==> config.mk <==
export PLATFORM = sky130hd
export DESIGN_NAME = crd_cand
export DESIGN_NICKNAME = d
export VERILOG_FILES = /design/src/rtl/core/circulant_route_direction_defines.svh /design/src/rtl/core/crd_pkg.sv /design/src/rtl/core/crd_cand.sv
export SDC_FILE = /design/constraint.sdc
export NUM_CORES = 1
export LEC_CHECK = 0
export ABC_AREA = 1
export BUFFER_PORTS_ARGS = -buffer_cell sky130_fd_sc_hd__buf_2
export CAP_MARGIN = 10
export CORE_MARGIN = 3
export CORE_UTILIZATION = 52
export DETAILED_ROUTE_END_ITERATION = 16
export GPL_ROUTABILITY_DRIVEN = 0
export PLACE_DENSITY = 0.88
export SYNTH_ARGS = -nofsm -noshare
export SYNTH_HDL_FRONTEND = slang
export SYNTH_SLANG_ARGS = --single-unit
==> constraint.sdc <==
create_clock -name vclk -period 10.6
set_input_delay 3.18 -clock vclk [all_inputs]
set_output_delay 3.18 -clock vclk [all_outputs]
set_load 0.02 [all_outputs]
==> src/rtl/core/circulant_route_direction_defines.svh <==
// ---------------------------------------------------------------------------
// Assertion macros for the circulant route direction block
// Concurrent checks clocked on clk_i and disabled while rst_ni is low.
// ---------------------------------------------------------------------------
`ifndef CIRCULANT_ROUTE_DIRECTION_DEFINES_SVH
`define CIRCULANT_ROUTE_DIRECTION_DEFINES_SVH

`ifndef SYNTHESIS
// General property check.
`define CRD_ASSERT(lbl, prop, msg) \
  lbl: assert property (@(posedge clk_i) disable iff (!rst_ni) prop) else $error(msg);
// Condition that must never be seen.
`define CRD_ASSERT_NEVER(lbl, expr, msg) \
  lbl: assert property (@(posedge clk_i) disable iff (!rst_ni) !(expr)) else $error(msg);
`else
`define CRD_ASSERT(lbl, prop, msg)
`define CRD_ASSERT_NEVER(lbl, expr, msg)
`endif

`endif

==> src/rtl/core/crd_pkg.sv <==
// ---------------------------------------------------------------------------
// crd_pkg
// Shared constants, types and helpers of the circulant route direction block.
// ---------------------------------------------------------------------------
package crd_pkg;

  localparam int unsigned COORD_BITS = 8;
  localparam int unsigned ENTRY_BITS = 2 * COORD_BITS;
  localparam int unsigned NODE_BITS  = 10;
  localparam int unsigned MAX_NODES  = 1024;
  localparam int unsigned NODE_AW    = $clog2(MAX_NODES);
  localparam int unsigned NUM_ZREGS  = 4;
  localparam int unsigned ZIDX_W     = $clog2(NUM_ZREGS);
  localparam int unsigned MAX_ZEROS  = 4;
  localparam int unsigned MAX_ROUNDS = 10;
  localparam int unsigned HOP_BITS   = 10;
  localparam int unsigned CAND_BITS  = 12;
  localparam int unsigned BOUND_BITS = 8;
  localparam int unsigned ZCNT_W     = 3;
  localparam int unsigned CFG_IDX_W  = 3;
  localparam int unsigned CFG_DATA_W = 16;
  localparam int unsigned IN_DATA_W  = 40;
  localparam int unsigned OUT_DATA_W = 24;

  typedef enum logic [CFG_IDX_W-1:0] {
    CFG_BOUND  = 3'd0,
    CFG_ZCOUNT = 3'd1,
    CFG_ZVEC_A = 3'd2,
    CFG_ZVEC_B = 3'd3,
    CFG_ZVEC_C = 3'd4,
    CFG_ZVEC_D = 3'd5
  } cfg_idx_e;

  typedef enum logic {
    OP_WRITE = 1'b0,
    OP_ROUTE = 1'b1
  } op_e;

  typedef enum logic [2:0] {
    DIR_LOCAL = 3'd0,
    DIR_NORTH = 3'd1,
    DIR_SOUTH = 3'd2,
    DIR_EAST  = 3'd3,
    DIR_WEST  = 3'd4
  } dir_e;

  typedef enum logic [2:0] {
    ST_IDLE,
    ST_RD_W,
    ST_LOAD,
    ST_GREEDY,
    ST_PAIR,
    ST_DONE
  } state_e;

  typedef struct packed {
    logic signed [COORD_BITS-1:0] x;
    logic signed [COORD_BITS-1:0] y;
  } zvec_t;

  // Control of one candidate evaluation.
  typedef struct packed {
    logic valid;
    logic sub_a;
    logic use_b;
    logic sub_b;
  } cand_ctl_t;

  typedef struct packed {
    logic                       take;
    logic                       hit;
    logic signed [HOP_BITS-1:0] x;
    logic signed [HOP_BITS-1:0] y;
    logic [HOP_BITS-1:0]        len;
  } cand_res_t;

  // Manhattan length of a vector.
  function automatic logic [CAND_BITS-1:0] len_f(input logic signed [CAND_BITS-1:0] x,
                                                 input logic signed [CAND_BITS-1:0] y);
    logic [CAND_BITS-1:0] ax;
    logic [CAND_BITS-1:0] ay;
    ax = x[CAND_BITS-1] ? CAND_BITS'(-x) : CAND_BITS'(x);
    ay = y[CAND_BITS-1] ? CAND_BITS'(-y) : CAND_BITS'(y);
    return ax + ay;
  endfunction

endpackage

==> src/rtl/core/crd_cand.sv <==
// ---------------------------------------------------------------------------
// crd_cand
// Candidate evaluator: adds one or two signed zero vectors to the current
// route vector and tests the strict-shrink and bound conditions.
// ---------------------------------------------------------------------------
module crd_cand (
  input  logic signed [crd_pkg::HOP_BITS-1:0]   bx_i,
  input  logic signed [crd_pkg::HOP_BITS-1:0]   by_i,
  input  logic [crd_pkg::HOP_BITS-1:0]          best_i,
  input  logic [crd_pkg::BOUND_BITS-1:0]        bound_i,
  input  crd_pkg::zvec_t                        za_i,
  input  crd_pkg::zvec_t                        zb_i,
  input  crd_pkg::cand_ctl_t                    ctl_i,
  output crd_pkg::cand_res_t                    res_o
);

  localparam int unsigned Cb   = crd_pkg::CAND_BITS;
  localparam int unsigned ZExt = crd_pkg::CAND_BITS - crd_pkg::COORD_BITS;
  localparam int unsigned BExt = crd_pkg::CAND_BITS - crd_pkg::HOP_BITS;
  localparam int unsigned DExt = crd_pkg::CAND_BITS - crd_pkg::BOUND_BITS;

  logic signed [Cb-1:0] ax, ay, tx, ty, sx, sy;
  logic [Cb-1:0]        len;

  always_comb begin
    ax = {{ZExt{za_i.x[crd_pkg::COORD_BITS-1]}}, za_i.x};
    ay = {{ZExt{za_i.y[crd_pkg::COORD_BITS-1]}}, za_i.y};
    if (ctl_i.sub_a) begin
      ax = -ax;
      ay = -ay;
    end
    tx = '0;
    ty = '0;
    if (ctl_i.use_b) begin
      tx = {{ZExt{zb_i.x[crd_pkg::COORD_BITS-1]}}, zb_i.x};
      ty = {{ZExt{zb_i.y[crd_pkg::COORD_BITS-1]}}, zb_i.y};
      if (ctl_i.sub_b) begin
        tx = -tx;
        ty = -ty;
      end
    end
    sx  = {{BExt{bx_i[crd_pkg::HOP_BITS-1]}}, bx_i} + ax + tx;
    sy  = {{BExt{by_i[crd_pkg::HOP_BITS-1]}}, by_i} + ay + ty;
    len = crd_pkg::len_f(sx, sy);

    res_o.take = ctl_i.valid && (len < {{BExt{1'b0}}, best_i});
    res_o.hit  = (len <= {{DExt{1'b0}}, bound_i});
    // Taken candidates are shorter than the current vector, so they fit.
    res_o.x    = sx[crd_pkg::HOP_BITS-1:0];
    res_o.y    = sy[crd_pkg::HOP_BITS-1:0];
    res_o.len  = len[crd_pkg::HOP_BITS-1:0];
  end

endmodule

==> out/results.tsv, run 1 <==
stage	metric	value	unit
status	status	did not finish	
status	Fail Step	global routing	
status	error message	[ERROR GRT-0232] Routing congestion too high. Check the congestion heatmap in the GUI.	
sta	WEP type	primary output	
synthesis	sequential fraction of the synthesis area	0	%
synthesis	mean post-synth cell area	5.65	µm²
sta	GR repair worst EP	res_o[31]	
die	Initial Util	54.7	%
die	die extent in y	96.8	µm
die	I/O pin count	106	
die	row count	32	
synthesis	Syn Std Cell Area	0.00429	mm²
grt	total track usage	69.8	%
synthesis	cell count after synthesis	759	
placement	post-detail-place hpwl	12.5	mm
placement	Port Buffer Count	106	
grt	Overflow after GRT	73	
die	Chip Width	96.8	µm
clocking	hold_buf cts	0	
synthesis	Netlist cell types	33	
synthesis	Syn Nets	912	
synthesis	Ys Warns	0	
grt	pin count of the biggest net entering global routing	11	
[kinds of logic after synthesis]
family,after synthesis,share of synthesized area [%]
xor gates and xnor gates,41,8.54
adders and majority gates,79,27.4
and+or+nand+nor,342,33.7
buffers and inverters,206,18.1
AOI/OAI and AO/OA,91,12.2
[routing by layer]
metal / GRT usage (%) / GRT overflow
met3: 49.1 / 2
met4: 79.2 / 28
met2: 91.1 / 43
met1: 65.4 / 0
met5: 15.4 / 0
[cells in the mapped netlist (all sizes together)]
master	instances	area [µm²]
a21boi	2	15.0
nand2	195	759
inv	200	751
o21bai	8	71.3
buf	4	18.8
a21o	1	7.51
o2111ai	1	8.76
o211ai	2	15.0
nor3	6	30.0
xor2	36	323
clkbuf	2	7.51
nand3b	3	22.5
a21oi	36	184
nand4	13	81.3
fa	25	500
a31oi	5	31.3
o21ai	32	160
or2	2	12.5
nand3	61	305
o31ai	3	22.5
xnor2	5	43.8
nor2	62	235
ha	54	676
a221oi	1	8.76
[per-stage QoR]
step / std cells / setup slack [ns] / area [µm²] / TNS (ns) / hold WS [ns]
after CTS: 1136 / -0.479 / 6950 / -0.957 / 6.84
after detailed placement: 1124 / -0.744 / 6550 / -1.59 / 6.85
after global placement: 1124 / -0.482 / 6550 / -0.937 / 6.84
after floorplan: 759 / -0.0185 / 4710 / -0.0359 / 6.61
[repair_timing]
item,CTS
pin swaps,75
endpoints found under the setup margin,3
setup buffers,12
gates resized for setup,82
==> run 2: changes to the inputs <==
--- a/config.mk
+++ b/config.mk
@@ -9,10 +9,10 @@
 export BUFFER_PORTS_ARGS = -buffer_cell sky130_fd_sc_hd__buf_2
 export CAP_MARGIN = 10
 export CORE_MARGIN = 3
-export CORE_UTILIZATION = 52
+export CORE_UTILIZATION = 40
 export DETAILED_ROUTE_END_ITERATION = 16
 export GPL_ROUTABILITY_DRIVEN = 0
-export PLACE_DENSITY = 0.88
+export PLACE_DENSITY_LB_ADDON = 0.15
 export SYNTH_ARGS = -nofsm -noshare
 export SYNTH_HDL_FRONTEND = slang
 export SYNTH_SLANG_ARGS = --single-unit
==> constraint.sdc (replaced) <==
create_clock -name vclk -period 13.78
set_input_delay 4.134 -clock vclk [all_inputs]
set_output_delay 4.134 -clock vclk [all_outputs]
set_load 0.02 [all_outputs]
==> run 2 against run 1 <==
The run now ends clean. Area after synthesis unchanged. Synthesized cell count is the same.
==> out/results.tsv, run 2 <==
stage	metric	value	unit	change
synthesis	Syn Nets	912		unchanged
cells_and_area	Post-Layout Cell Count	1000		
synthesis	share of the synthesized area in the top cell type	17.2	%	unchanged
grt	Overflow after GRT	0		
route	Routed Antenna Nets	0		
die	I/O pin count	106		unchanged
sta	final setup margin	0.439	ns	
grt	vias in the first global route	4389		
route	Detailed Routing Iterations Pass 1	5		
route	vias	4707		
setup_path	critical path data arrival time	9.21	ns	
cells_and_area	area grow syn2layout	18.3	%	
route	Routed WL	11.5	mm	
synthesis	Compound-Gate Fraction of Synth Area	12.2	%	unchanged
sta	period utilization	96.8	%	
die	core area	0.0104	mm²	
synthesis	mean post-synth cell area	5.65	µm²	unchanged
cells_and_area	share of cells above drive strength 1	16.6	%	
cells_and_area	design area	0.00507	mm²	
setup_path	Crit-path slowest cell	fa_1		
cells_and_area	most frequent cells in the layout	196 x inv_1, 185 x nand2_1, 104 x buf_2, 61 x nand3_1, 60 x nor2_1		
grt	antenna violations before repair	0		
synthesis	Synth Area in Simple Gates	33.7	%	unchanged
synthesis	Netlist cell types	33		unchanged
grt	pin count of the biggest net entering global routing	15		
sta	RSZ-0062 raised after global routing	yes		
cells_and_area	clock buffers	0		
die	die extent in y	110	µm	+13%
cells_and_area	ANT cells	0		
synthesis	mux cell area share after synthesis	0	%	unchanged
route	Iteration-0 DRC Markers	218		
setup_path	slowest stage delay, CP	0.45	ns	
sta	f_max	0.0750	GHz	
placement	dpl cells	997		-11%
cells_and_area	Storage cell area	0	µm²	
synthesis	most numerous cell in the Yosys netlist	inv_1		
synthesis	cell count after synthesis	759		unchanged
synthesis	synth cell count leaders	197 x inv_1, 186 x nand2_1, 61 x nand3_1, 61 x nor2_1, 54 x ha_1		
synthesis	ranking of synthesized cells by area	inv_1 17%, nand2_1 16%, ha_1 16%		
placement	Place WS	0.189	ns	+0.933 ns
die	row count	37		+16%
synthesis	Adder-Cell Fraction of Synth Area	27.4	%	unchanged
synthesis	Syn Std Cell Area	0.00429	mm²	unchanged
cells_and_area	Filler cells	1145		
die	Chip Width	110	µm	+13%
setup_path	cell mode on critical path	inv_1		
synthesis	cell taking the most area after synthesis	inv_1		
sta	post-layout min period	13.34	ns	
placement	DP Area	0.00498	mm²	-24%
cells_and_area	Final #Nets	1019		
cells_and_area	FFs & Latches	0		
status	status	complete, no violations		
route	DRC Markers	0		
sta	fin. max-slew vios	0		
grt	total track usage	18.7	%	
die	die area	0.0120	mm²	
sta	final setup fails	0		
grt	first-pass GRT wire length	18.7	mm	
worst_hold_path	min-delay worst type	input port to primary output		
clocking	hold_buf cts	0		unchanged
placement	post-detail-place hpwl	10.5	mm	-16%
synthesis	Synth Area in XOR/XNOR	8.54	%	unchanged
sta	Fin. Hold Viols	0		
die	Initial Util	41.4	%	-13 points
route	mean number of vias per cell	4.71		
setup_path	critical path class	input port to primary output		
setup_path	Startpoint Class	input port		
setup_path	CP required	9.65	ns	
cells_and_area	most common cell after layout, fill and taps aside	inv_1		
sta	relative slew slack	74.6	%	
route	WL per Instance	11.5	µm	
sta	Worst Tran Pin Value	0.378	ns	
synthesis	sequential fraction of the synthesis area	0	%	unchanged
setup_path	Crit Path Max Fanout	4		
placement	Port Buffer Count	106		unchanged
run	Max-Cap Viols	0		
synthesis	largest family of logic cells by synthesized area	simple AND/OR/NAND/NOR gates		
setup_path	critical path endpoint category	primary output		
synthesis	Ys Warns	0		unchanged
run 2: cell counts after synthesis:
No cell type changed its count.
run 2: critical path: cells and delay by family:
kind / cells / cell delay [ns]
AOI/OAI and AO/OA: 6 / 0.97
xor gates and xnor gates: 2 / 0.30
adders and majority gates: 6 / 2.01
buffers and inverters: 9 / 0.75
and+or+nand+nor: 10 / 1.04
run 2: final timing paths:
path / from / end / slack (ns) / cells past startpoint
setup / recovery: za_i[0] / res_o[31] / 0.44 / 33
hold / removal: ctl_i[3] / res_o[31] / 8.73 / 5
run 2: timing repair:
item / in CTS / in global routing
setup buffers: 0 / 3
endpoints found under the setup margin: 0 / 2
resized for setup: 0 / 26
run 2: final cells by class:
| cell class | count | area, µm² | area share (%) |
|---|---|---|---|
| inverters | 200 | 754 | 14.9 |
| multi-input cells | 553 | 3580 | 70.5 |
| repair buffers | 111 | 573 | 11.3 |
| well taps | 136 | 170 | 3.35 |
run 2: cells by family after synthesis:
family          after synthesis
compound gates               91
xor+xnor                     41
fa+ha+maj                    79
buf+inv                     206
simple gates                342
run 2: through the flow:
stage               util (%)  TNS, ns  hold slack (ns)
detailed placement      48.0        0             8.72
finish                  48.9        0             8.73
floorplan                  -        0             8.51
global placement        48.0        0             8.71
global route            48.9   -0.149             8.77
CTS                     48.0        0             8.73
run 2: metal layers:
layer  track usage, %  vias to the layer above  part of all wire (%)
li1                 -                     2555                     -
met1             26.2                     2006                    49
met2             32.3                      136                    43
met3            0.411                       10                   5.2
met4             3.83                        0                   2.2
met5                0                        -                     0
Power of run 2 is not shown: default switching activity piles up to over one toggle a cycle in this logic, so the estimate is an artifact.
